**src/rtl/llf_pkg.sv**
```systemverilog
// ----------------------------------------------------------------------------
// llf_pkg
// Shared types, codes and helpers of the least-laxity-first scheduler.
// ----------------------------------------------------------------------------
package llf_pkg;

  localparam int IN_W  = 40;
  localparam int OUT_W = 112;
  localparam int LAX_W = 35;

  localparam logic signed [LAX_W-1:0] LAX_MAX = LAX_W'(64'sd2147483647);

  typedef enum logic [1:0] {
    MODE_TICK  = 2'd0,
    MODE_LOAD  = 2'd1,
    MODE_QUERY = 2'd2,
    MODE_NONE  = 2'd3
  } mode_t;

  typedef enum logic [1:0] {
    ST_READY   = 2'd0,
    ST_RUNNING = 2'd1,
    ST_WAITING = 2'd2
  } status_t;

  typedef enum logic [3:0] {
    S_IDLE,
    S_LOAD,
    S_DIV,
    S_LAX0,
    S_SCAN1,
    S_SCAN2,
    S_PREEMPT,
    S_EXEC,
    S_OUT
  } state_t;

  function automatic logic signed [LAX_W-1:0] laxity(input logic [31:0] dl,
                                                     input logic [31:0] t,
                                                     input logic [15:0] rem);
    laxity = $signed({3'b000, dl}) - $signed({3'b000, t}) - $signed({19'd0, rem});
  endfunction

endpackage

```
**src/rtl/llf_div.sv**
```systemverilog
// ----------------------------------------------------------------------------
// llf_div
// Bit-serial remainder unit: 32-bit dividend by 16-bit divisor, one bit a cycle.
// ----------------------------------------------------------------------------
module llf_div import llf_pkg::*; (
  input  logic        clk,
  input  logic        rst_n,
  input  logic        start,
  input  logic [31:0] dividend,
  input  logic [15:0] divisor,
  output logic        done,
  output logic [15:0] remainder
);

  logic        busy_r, busy_nxt;
  logic        done_r, done_nxt;
  logic [4:0]  cnt_r, cnt_nxt;
  logic [31:0] num_r, num_nxt;
  logic [15:0] rem_r, rem_nxt;
  logic [15:0] dvs_r, dvs_nxt;
  logic [16:0] trial;

  always_comb begin
    busy_nxt = busy_r;
    done_nxt = 1'b0;
    cnt_nxt  = cnt_r;
    num_nxt  = num_r;
    rem_nxt  = rem_r;
    dvs_nxt  = dvs_r;
    trial    = {rem_r, num_r[31]};
    if (start) begin
      busy_nxt = 1'b1;
      cnt_nxt  = '0;
      num_nxt  = dividend;
      rem_nxt  = '0;
      dvs_nxt  = divisor;
    end else if (busy_r) begin
      num_nxt = {num_r[30:0], 1'b0};
      if (trial >= {1'b0, dvs_r}) begin
        rem_nxt = 16'(trial - {1'b0, dvs_r});
      end else begin
        rem_nxt = trial[15:0];
      end
      cnt_nxt = cnt_r + 5'd1;
      if (cnt_r == 5'd31) begin
        busy_nxt = 1'b0;
        done_nxt = 1'b1;
      end
    end
  end

  always_ff @(posedge clk) begin
    if (!rst_n) begin
      busy_r <= 1'b0;
      done_r <= 1'b0;
      cnt_r  <= '0;
    end else begin
      busy_r <= busy_nxt;
      done_r <= done_nxt;
      cnt_r  <= cnt_nxt;
    end
    num_r <= num_nxt;
    rem_r <= rem_nxt;
    dvs_r <= dvs_nxt;
  end

  assign done      = done_r;
  assign remainder = rem_r;

endmodule

```
**src/rtl/least_laxity_first_scheduler.sv**
```systemverilog
// ----------------------------------------------------------------------------
// least_laxity_first_scheduler
// Preemptive least-laxity-first scheduler for periodic tasks.
// ----------------------------------------------------------------------------
// Tick request: result set by two walks over the slots; a new request is taken
// only once the result of the last one has been taken.
// Load request: result set by the 32-step remainder unit. One request in flight
// at a time.
// Synchronous active-low reset: all tasks ready, counters zero, none running,
// task_count 8.
module least_laxity_first_scheduler import llf_pkg::*; #(
  parameter int MAX_TASKS = 8
) (
  input  logic             clk,
  input  logic             rst_n,
  input  logic             in_tvalid,
  output logic             in_tready,
  // mode[1:0], task_index[4:2], period[20:5], exec_ticks[36:21], zero pad
  input  logic [IN_W-1:0]  in_tdata,
  output logic             out_tvalid,
  input  logic             out_tready,
  // running_valid[0], running_task[3:1], preempted[4], preempted_task[7:5],
  // missed_mask[15:8], task_preemptions[31:16], task_misses[47:32],
  // preempt_total[79:48], total_misses[111:80]
  output logic [OUT_W-1:0] out_tdata,
  input  logic             cfg_psel,
  input  logic             cfg_penable,
  input  logic             cfg_pwrite,
  input  logic [1:0]       cfg_paddr,
  input  logic [31:0]      cfg_pwdata,
  output logic [31:0]      cfg_prdata,
  output logic             cfg_pready
);

  localparam int IW = $clog2(MAX_TASKS);
  localparam int CW = IW + 1;

  state_t state_r, state_nxt;

  logic [15:0] per_a   [MAX_TASKS];
  logic [15:0] exe_a   [MAX_TASKS];
  logic [31:0] dl_a    [MAX_TASKS];
  logic [15:0] rem_a   [MAX_TASKS];
  logic [15:0] phase_a [MAX_TASKS];
  status_t     stat_a  [MAX_TASKS];
  logic [15:0] pcnt_a  [MAX_TASKS];
  logic [15:0] mcnt_a  [MAX_TASKS];

  logic [3:0]  task_count_r;
  logic        active_r;
  logic [IW-1:0] running_r;
  logic [31:0] tick_r, sum_pre_r, sum_miss_r;
  logic [CW-1:0] ctr_r;
  logic signed [LAX_W-1:0] best_r;
  logic        found_r;
  logic [IW-1:0] pick_r;

  mode_t       mode_r;
  logic [2:0]  idx_r;
  logic [15:0] per_r, exe_r;

  logic        out_valid_r;
  logic        rv_r, pv_r;
  logic [2:0]  rt_r, pt_r;
  logic [7:0]  mask_r;
  logic [15:0] tp_r, tm_r;

  logic        in_acc, idx_ok, part, last, divides, div_start, div_done;
  logic [IW-1:0] addr, islot;
  logic [31:0] n_w;
  logic [15:0] div_rem;
  logic signed [LAX_W-1:0] lax;

  assign in_acc = in_tvalid && in_tready;
  assign islot  = IW'(idx_r);
  assign idx_ok = 32'(idx_r) < MAX_TASKS;
  assign n_w    = (32'(task_count_r) > MAX_TASKS) ? MAX_TASKS : 32'(task_count_r);
  assign part   = 32'(ctr_r) < n_w;
  assign last   = ctr_r == CW'(MAX_TASKS - 1);

  always_comb begin
    in_tready = (state_r == S_IDLE) && !out_valid_r;
    addr      = (state_r == S_LAX0) ? running_r : ctr_r[IW-1:0];
    div_start = (state_r == S_LOAD) && idx_ok;
  end

  assign lax     = laxity(dl_a[addr], tick_r, rem_a[addr]);
  assign divides = (per_a[addr] == 16'd0) ? (tick_r == 32'd0) : (phase_a[addr] == 16'd0);

  llf_div u_div (
    .clk       (clk),
    .rst_n     (rst_n),
    .start     (div_start),
    .dividend  (tick_r),
    .divisor   (per_r),
    .done      (div_done),
    .remainder (div_rem)
  );

  always_comb begin
    state_nxt = state_r;
    unique case (state_r)
      S_IDLE: begin
        if (in_acc) begin
          unique case (mode_t'(in_tdata[1:0]))
            MODE_TICK: state_nxt = S_LAX0;
            MODE_LOAD: state_nxt = S_LOAD;
            default:   state_nxt = S_OUT;
          endcase
        end
      end
      S_LOAD:    state_nxt = idx_ok ? S_DIV : S_OUT;
      S_DIV:     state_nxt = div_done ? S_OUT : S_DIV;
      S_LAX0:    state_nxt = S_SCAN1;
      S_SCAN1:   state_nxt = last ? S_SCAN2 : S_SCAN1;
      S_SCAN2:   state_nxt = last ? S_PREEMPT : S_SCAN2;
      S_PREEMPT: state_nxt = S_EXEC;
      S_EXEC:    state_nxt = S_OUT;
      S_OUT:     state_nxt = S_IDLE;
      default:   state_nxt = S_IDLE;
    endcase
  end

  always_ff @(posedge clk) begin
    if (!rst_n) begin
      state_r      <= S_IDLE;
      task_count_r <= 4'd8;
      active_r     <= 1'b0;
      running_r    <= '0;
      tick_r       <= '0;
      sum_pre_r    <= '0;
      sum_miss_r   <= '0;
      out_valid_r  <= 1'b0;
      ctr_r        <= '0;
      for (int i = 0; i < MAX_TASKS; i++) begin
        stat_a[i] <= ST_READY;
        pcnt_a[i] <= '0;
        mcnt_a[i] <= '0;
      end
    end else begin
      state_r <= state_nxt;
      if (cfg_psel && cfg_penable && cfg_pwrite && cfg_paddr == 2'd0) begin
        task_count_r <= cfg_pwdata[3:0];
      end
      if (out_valid_r && out_tready) begin
        out_valid_r <= 1'b0;
      end
      unique case (state_r)
        S_IDLE: begin
          if (in_acc) begin
            mode_r <= mode_t'(in_tdata[1:0]);
            idx_r  <= in_tdata[4:2];
            per_r  <= in_tdata[20:5];
            exe_r  <= in_tdata[36:21];
            rv_r <= 1'b0; rt_r <= '0; pv_r <= 1'b0; pt_r <= '0;
            mask_r <= '0; tp_r <= '0; tm_r <= '0;
            ctr_r <= '0;
          end
        end
        S_LOAD: begin
          if (idx_ok) begin
            per_a[islot]  <= per_r;
            exe_a[islot]  <= exe_r;
            dl_a[islot]   <= {16'd0, per_r};
            rem_a[islot]  <= exe_r;
            stat_a[islot] <= ST_READY;
            pcnt_a[islot] <= '0;
            mcnt_a[islot] <= '0;
            if (active_r && running_r == islot) begin
              active_r <= 1'b0;
            end
          end
        end
        S_DIV: begin
          if (div_done) begin
            phase_a[islot] <= div_rem;
          end
        end
        S_LAX0: begin
          best_r  <= active_r ? lax : LAX_MAX;
          found_r <= 1'b0;
          pick_r  <= '0;
          ctr_r   <= '0;
        end
        S_SCAN1: begin
          if (part) begin
            if (stat_a[addr] == ST_READY && dl_a[addr] < tick_r) begin
              if (mcnt_a[addr] != 16'hFFFF) mcnt_a[addr] <= mcnt_a[addr] + 16'd1;
              if (sum_miss_r != 32'hFFFF_FFFF) sum_miss_r <= sum_miss_r + 32'd1;
              dl_a[addr] <= dl_a[addr] + {16'd0, per_a[addr]};
              if (32'(ctr_r) < 8) mask_r[3'(ctr_r)] <= 1'b1;
            end else if (stat_a[addr] == ST_WAITING && divides) begin
              stat_a[addr] <= ST_READY;
            end
          end
          if (tick_r == 32'hFFFF_FFFF || 17'(phase_a[addr]) + 17'd1 == {1'b0, per_a[addr]}) begin
            phase_a[addr] <= '0;
          end else begin
            phase_a[addr] <= phase_a[addr] + 16'd1;
          end
          ctr_r <= last ? '0 : ctr_r + CW'(1);
        end
        S_SCAN2: begin
          if (part && stat_a[addr] == ST_READY && lax < best_r) begin
            best_r  <= lax;
            pick_r  <= addr;
            found_r <= 1'b1;
          end
          ctr_r <= last ? '0 : ctr_r + CW'(1);
        end
        S_PREEMPT: begin
          if (found_r) begin
            if (active_r) begin
              if (pcnt_a[running_r] != 16'hFFFF) begin
                pcnt_a[running_r] <= pcnt_a[running_r] + 16'd1;
              end
              if (sum_pre_r != 32'hFFFF_FFFF) sum_pre_r <= sum_pre_r + 32'd1;
              stat_a[running_r] <= ST_READY;
              pv_r <= 1'b1;
              pt_r <= 3'(running_r);
            end
            running_r      <= pick_r;
            stat_a[pick_r] <= ST_RUNNING;
            active_r       <= 1'b1;
          end
        end
        S_EXEC: begin
          if (active_r) begin
            rv_r <= 1'b1;
            rt_r <= 3'(running_r);
            if (rem_a[running_r] <= 16'd1) begin
              dl_a[running_r]   <= dl_a[running_r] + {16'd0, per_a[running_r]};
              rem_a[running_r]  <= exe_a[running_r];
              stat_a[running_r] <= ST_WAITING;
              active_r          <= 1'b0;
            end else begin
              rem_a[running_r] <= rem_a[running_r] - 16'd1;
            end
          end
          tick_r <= tick_r + 32'd1;
        end
        S_OUT: begin
          if (mode_r == MODE_QUERY && idx_ok) begin
            tp_r <= pcnt_a[islot];
            tm_r <= mcnt_a[islot];
          end
          out_valid_r <= 1'b1;
        end
        default: ;
      endcase
    end
  end

  assign out_tvalid = out_valid_r;
  assign out_tdata  = {sum_miss_r, sum_pre_r, tm_r, tp_r, mask_r, pt_r, pv_r, rt_r, rv_r};
  assign cfg_prdata = {28'd0, task_count_r};
  assign cfg_pready = 1'b1;

  a_ready_idle: assert property (@(posedge clk) disable iff (!rst_n)
    in_tready |-> state_r == S_IDLE)
    else $error("ready outside idle");
  a_one_req: assert property (@(posedge clk) disable iff (!rst_n)
    in_acc |=> !in_tready)
    else $error("second request accepted while busy");
  a_run_range: assert property (@(posedge clk) disable iff (!rst_n)
    active_r |-> 32'(running_r) < MAX_TASKS)
    else $error("running slot out of range");
  a_pick_ready: assert property (@(posedge clk) disable iff (!rst_n)
    (state_r == S_PREEMPT && found_r) |-> stat_a[pick_r] == ST_READY)
    else $error("picked task not ready");

endmodule
```
**config.mk**
```make
export PLATFORM = sky130hd
export DESIGN_NAME = least_laxity_first_scheduler
export DESIGN_NICKNAME = d
export VERILOG_FILES = /design/src/rtl/llf_pkg.sv /design/src/rtl/llf_div.sv /design/src/rtl/least_laxity_first_scheduler.sv
export SDC_FILE = /design/constraint.sdc
export NUM_CORES = 2
export LEC_CHECK = 0
export BUFFER_PORTS_ARGS = -buffer_cell sky130_fd_sc_hd__buf_2
export CORE_ASPECT_RATIO = 1.1
export CORE_MARGIN = 1
export CORE_UTILIZATION = 45
export DETAILED_ROUTE_END_ITERATION = 8
export PLACE_DENSITY = 0.73
export SLEW_MARGIN = 10
export SYNTH_ARGS = -nofsm -noshare
export SYNTH_HDL_FRONTEND = slang
export SYNTH_SLANG_ARGS = --single-unit
export TNS_END_PERCENT = 30
```
**constraint.sdc**
```tcl
create_clock -name clk -period 22.4 [get_ports clk]
set_clock_uncertainty 0.2 [all_clocks]
set_input_delay 1.12 -clock clk [delete_from_list [all_inputs] [get_ports clk]]
set_output_delay 1.12 -clock clk [all_outputs]
set_load 0.005 [all_outputs]
```
# Word level (Yosys, flattened, before mapping)
# Memory sizes are Yosys's and may differ from the RTL's. A register that Yosys moved wholly into a read port is not among the register bits.
# Cells that the tools add are included.
[totals]
mem_count = 8
in_bits = 81
mem_bits_rw = 1040
out_inout_bits = 147
reg_bits = 308
[op_classes]
n_eq_ne = 30
order_cmp = 9
addsub = 15
n_reduce_logical = 56
bitwise_logic = 6
mux = 162
[memory_table]
columns = ["memory", "depth", "word_bits", "rd", "rd_ports_with_merged_regs", "wr", "line", "rtl"]
rows = [
  ["dl_a", 8, 32, 2, 1, 1, "least_laxity_first_scheduler.sv:42", "logic [31:0] dl_a [MAX_TASKS];"],
  ["exe_a", 8, 16, 1, 1, 1, "least_laxity_first_scheduler.sv:41", "logic [15:0] exe_a [MAX_TASKS];"],
  ["mcnt_a", 8, 16, 2, 1, 8, "least_laxity_first_scheduler.sv:47", "logic [15:0] mcnt_a [MAX_TASKS];"],
  ["pcnt_a", 8, 16, 2, 2, 8, "least_laxity_first_scheduler.sv:46", "logic [15:0] pcnt_a [MAX_TASKS];"],
  ["per_a", 8, 16, 2, 1, 1, "least_laxity_first_scheduler.sv:40", "logic [15:0] per_a [MAX_TASKS];"],
  ["phase_a", 8, 16, 1, 0, 1, "least_laxity_first_scheduler.sv:44", "logic [15:0] phase_a [MAX_TASKS];"],
  ["+2 memories", "n/a", "n/a", "n/a", "n/a", "n/a", "n/a", ""],
]
[op_table]
columns = ["op", "count"]
rows = [
  ["$mux W16", 12],
  ["$mux W32", 4],
  ["$add A32 B1 Y32 const B", 3],
  ["$reduce_or A16 Y1", 6],
  ["$mux W3", 29],
  ["$mux W1", 85],
  ["$mux W35", 2],
  ["$pmux W35 S2", 1],
  ["$add A32 B16 Y32", 2],
  ["$ne A32 B32 Y1 const B", 2],
  ["$pmux W16 S2", 2],
  ["$reduce_or A32 Y1", 2],
  ["$add A16 B1 Y16 const B", 3],
  ["$lt A34 B35 Y1", 1],
  ["$sub A33 B17 Y34", 1],
  ["$sub A32 B32 Y33", 1],
  ["$eq A32 B32 Y1 const B", 1],
  ["$logic_not A16 Y1", 2],
  ["$logic_not A32 Y1", 1],
  ["$lt A32 B32 Y1", 1],
  ["$mux W8", 4],
  ["$ne A16 B16 Y1 const B", 2],
  ["$pmux W4 S8", 1],
  ["$eq A4 B3 Y1 const B", 5],
  ["48 further kinds", 105],
]

# Depth between registers and ports, before layout
# An unclocked memory read counts as a cell.
[logic_depth]
depth_word = 15
depth_mapped = 50

# Hierarchy
# Synthesis repeated with hierarchy kept, for this count alone.
[unflattened]
cells_unflattened = 5401
area_unflattened_um2 = 69943.3
[by_module_without_submodules]
columns = ["module", "n_inst", "area_each_um2", "cells_each", "seq_area_each_um2"]
rows = [
  ["least_laxity_first_scheduler", 1, 66115.9, 5059, 37145.6],
  ["llf_div", 1, 3827.4, 342, 1901.8],
]

# Worst setup path after synthesis
# No wires, ideal clock.
[synth_path]
path_kind = "flip-flop to flip-flop"
startpoint = "reg state_r[2]"
endpoint = "reg best_r[0] (enable)"
synth_period_minus_slack_ns = 15.569
path_slack_ns = 6.831
setup_ns = 0.638
arrival_time_ns = 14.731
stages_incl_launch_ff = 45
cell_sequence = "dfxtp_1 > buf_6 > and4bb_1 > buf_6 > o22ai_4 > buf_6 > buf_6 > buf_6 > buf_4 > buf_4 > buf_2 > buf_2 > buf_1 > clkbuf_1 > buf_1 > mux2i_1 > ha_1 > inv_1 > [... 9 more ...] > ha_1 > a21o_1 > a21oi_1 > o21bai_1 > nor2_1 > or2_2 > a21oi_1 > nor4_1 > nor4bb_1 > nor4b_1 > inv_1 > o21ai_0 > ha_1 > inv_1 > nor4_1 > o2111ai_1 > a21o_1 > a2111oi_0"
[synth_between]
elab_chain_cells = 9
word_cells_on_any_way = 15
classes_between = "2 x add/sub; 1 x order compare; 3 x eq/ne; 1 x mux; 5 x reduce/logical; 3 x memory"
[synth_lines]
columns = ["item", "line", "rtl"]
rows = [
  ["from (decl)", "least_laxity_first_scheduler.sv:38", "state_t state_r, state_nxt;"],
  ["from (signal assigned)", "least_laxity_first_scheduler.sv:141", "state_r <= state_nxt;"],
  ["$eq A4 B2 Y1", "least_laxity_first_scheduler.sv:83, least_laxity_first_scheduler.sv:148", ""],
  ["$mux W3", "least_laxity_first_scheduler.sv:83", "addr = (state_r == S_LAX0) ? running_r : ctr_r[IW-1:0];"],
  ["$mem_v2 Z8 W32", "n/a", ""],
  ["$sub A32 B32 Y33", "llf_pkg.sv:41", "laxity = $signed({3'b000, dl}) - $signed({3'b000, t}) - $signed({19'd0, rem});"],
  ["$sub A33 B17 Y34", "llf_pkg.sv:41", ""],
  ["$lt A34 B35 Y1", "least_laxity_first_scheduler.sv:204", "if (part && stat_a[addr] == ST_READY && lax < best_r) begin"],
  ["$logic_and A1 B1 Y1", "least_laxity_first_scheduler.sv:204", ""],
  ["$ne A2 B2 Y1 (no line)", "n/a", ""],
  ["$reduce_and A3 Y1 (no line) *", "n/a", ""],
  ["to (signal assigned)", "least_laxity_first_scheduler.sv:180", "best_r <= active_r ? lax : LAX_MAX;"],
  ["to (signal assigned)", "least_laxity_first_scheduler.sv:205", "best_r <= lax;"],
  ["to (decl)", "least_laxity_first_scheduler.sv:54", "logic signed [LAX_W-1:0] best_r;"],
]
# Mark *: on every way between the ends. The rest lies on a longest branch, timed or not.
# A chain may end at the register's enable or synchronous reset.

# Worst setup path after layout
[layout_path]
startpoint = "reg state_r[0]"
endpoint = "reg best_r[0] (enable)"
# Same word-level chain as after synthesis.

==> impl_results.md <==
- Status: finished clean
- Worst-Margin Slew: 1.25 ns
- FF/Latch Area: 39100 um^2
- Starting Density: 0.455
- Initial antenna violation count: 4
- Routed WL: 198000 um
- Synthesized cell area: 71200 um^2
- Fin crit share: 0.524
- WS Path Type: reg -> reg
- Slowest stage cell, crit path: nor4_1
- Arr. time, crit path: 11.99 ns
- R2R Setup Slk: 10.67 ns
- Critical Path Fanout Max: 58
- Largest net degree at the start of global routing: 138
- FFs w/ async S/R, synth: 0
- Std-Cell Rows: 152
- Final ANT Viol Nets: 0
- Hold Vio Cnt, Final: 0
- Register area share after synthesis: 0.548
- Final worst path period need: 11.73 ns
- Pwr Total: 0.00572 W
- DR vias/cell: 6.11
- Max Clock Freq: 85.3 MHz
- RSZ-0062 raised after global routing: false
- Post-synth EDFFs: 1195
- Num Clock Sinks: 1353
- Root Driver: clkbuf_16
- Worst-path clk slew: 0.06 ns
- Share of cells above drive strength 1: 0.149
- Hold Path Cell Cnt: 1
- GR Layer Usage met1: 0.317
- Buffer levels on the longest clock path: 3
- Ys flop type: edfxtp_1
- Worst vdd ir: 0.0000640 V
- Layout area overhead: 10.8%
- Pre-Repair DR Iteration Count: 7
- Setup_tns: 0 ns
- Top post-synthesis cells by area: edfxtp_1, mux4_2, dfxtp_1, nand2_1, mux2i_1
- DR WL/cell: 23.9 um
- Fill cells: 13400
- Setup bufs post-CTS: 0
- Max-cap viol count: 0
- YS warnings: 0
- Xor/xnor cell area share of the yosys netlist: 0.0319
- CTS hold repair buffers: 0
- Worst min-delay path category: in -> reg
- Port Buf Inserts: 167
- Placer Congestion: 0.929
- Adder-cell share of the synthesized area: 0.0269
- DP Wirelength: 127000 um
- TritonCTS clock tree: done
- Global routing met2 resource utilization: 0.393
- Die X: 381 um
- Pwr Density: 72.5 nW/um^2
- Multi-input logic area: 30000 um^2
- Startpoint types: register
- Gr busiest metal: met2
- Post-Syn Instances: 5987
- Die Ht: 419 um
- First-pass GRT wire length: 298000 um
- Number of I/O pins: 228
- Fin. max-slew vios: 0
- Post-synthesis mux area share: 0.136
- GRT Overall Usage: 0.244
- Count of state elements after synthesis: 1353
- Die ar.: 160000 um^2
- Crit path required time: 22.66 ns
- R2R cell count: 35
- Max transition margin: 0.164
- Setup violators final: 0
- CP Capture Type: register
- Iteration-0 DRC Markers: 5351
- Num CTS Buffers: 145
- Worst skew pair latency: 0.83 ns
- Leak: 27.4 nW
- Vias in the first global route: 49900
- Met3 usage: 0.0490
- Post-synth top area cell: edfxtp_1
- Vias: 50600
- GRT overflow: 0
- NumNets Final: 6302
- H-tree depth: 4
- CTS resizes: 0
- Compound-Gate Fraction of Synth Area: 0.0722
- Largest family of logic cells by synthesized area: simple AND/OR/NAND/NOR gates
- DR DRC count: 0
- CORE AREA: 157000 um^2
- Post-synth top area share: 0.504
- Post-synthesis simple-gate area fraction: 0.149
- Netlist cell types: 103
- Critical Path Max Stage Delay: 0.80 ns
- Syn Area/Cell: 11.9 um^2
[path summary, 6_finish.rpt]
kind,end,start
max,best_r[0],state_r[0]
min,exe_r[13],in_tdata[34]
max reg2reg,best_r[0],state_r[0]
min reg2reg,stat_a[3][0],stat_a[3][0]
[logic make-up (layout without fill, tap and decap cells)]
kind of cell / count (synthesis) / count (layout)
xor+xnor: 259 / 259
mux: 632 / 632
flops: 1353 / 1353
other cells: 2 / 31
simple gates: 2281 / 2281
fa+ha+maj: 150 / 150
compound gates: 752 / 752
buf+inv: 558 / 735
[worst max-delay path: cells and delay by family (launching register included)]
family          cells  cell delay, ns
fa+ha+maj           3            0.95
compound gates     10            2.46
simple gates       14            3.77
mux                 1            0.60
flops               1            0.72
buf+inv             6            2.33
xor+xnor            1            0.19
[cell usage after synthesis (all sizes together) (10+ instances only)]
master,n
a21boi,12
nor2,523
nand2,789
and3,70
dfxtp,158
o31ai,10
o22ai,31
o211ai,17
o21ai,174
o21a,29
mux4,262
a21oi,145
or4,10
xor2,85
nand2b,64
or3,31
nand4,52
and2,117
nor3,86
a221oi,12
ha,145
buf,192
mux2i,296
a31oi,70
mux2,74
edfxtp,1195
o221ai,29
nor2b,42
a31o,11
o41ai,12
a211oi,20
a21o,44
clkbuf,178
nand3,371
inv,187
nor4,51
or2,25
xnor2,174
nand3b,18
o21bai,12
o2111ai,28
[layout by cell type (no fill, tap or decap), drive strengths merged, types with 42 or more instances in the layout]
cell type / synthesis / final
a21oi: 145 / 145
xnor2: 174 / 174
a31oi: 70 / 70
edfxtp: 1195 / 1195
dfxtp: 158 / 158
nor4: 51 / 51
ha: 145 / 145
mux2: 74 / 74
nand2b: 64 / 64
clkbuf: 178 / 182
nand4: 52 / 52
and3: 70 / 70
nor3: 86 / 86
clkinv: 1 / 57
nor2: 523 / 523
nand3: 371 / 371
mux2i: 296 / 296
nand2: 789 / 789
a21o: 44 / 44
o21ai: 174 / 174
nor2b: 42 / 42
mux4: 262 / 262
inv: 187 / 197
xor2: 85 / 85
buf: 192 / 280
and2: 117 / 117
[routing by layer]
metal	share of wire	up-vias
li1	-	22400
met1	0.39	24800
met2	0.47	2706
met3	0.096	564
met4	0.048	2
met5	0.000066	-
[power breakdown]
| part | internal [W] | total [W] | switching, W |
|---|---|---|---|
| Combinational | 0.000146 | 0.000400 | 0.000254 |
| Sequential | 0.00282 | 0.00287 | 0.0000519 |
| Clock | 0.00139 | 0.00244 | 0.00105 |
| Total | 0.00436 | 0.00572 | 0.00136 |
[layout make-up]
type	instances	share of cell area
clock buffer	182	0.0482
tap	2079	0.0330
multi-input combinational	4103	0.380
clock inverter	85	0.0130
inverter	188	0.00895
timing repair buffer	280	0.0219
antenna	2	0.0000634
sequential	1353	0.495
[stage by stage]
stage | hold slack (ns) | std cells | instance area [um^2] | setup slack (ns) | util
after CTS | 0.217 | 8270 | 78900 | 10.99 | 0.504
after global routing | 0.238 | 8270 | 78900 | 10.03 | 0.504
final | 0.266 | 8272 | 78900 | 10.67 | 0.504
after detailed placement | 0.243 | 8003 | 74000 | 11.10 | 0.473
after global placement | 0.236 | 8003 | 74000 | 11.29 | 0.473
after floorplan | 0.225 | 6014 | 71300 | 6.83 | -
[sequential cells by signal, summed over array words and instances, names as in the netlist, 32 cells and up, named ones only]
register,count
dl_a,256
exe_a,128
mcnt_a,128
pcnt_a,128
per_a,128
phase_a,128
rem_a,128
best_r,34
sum_miss_r,32
sum_pre_r,32
tick_r,32
u_div.num_r,32
Power figures use the tool's default switching activity.
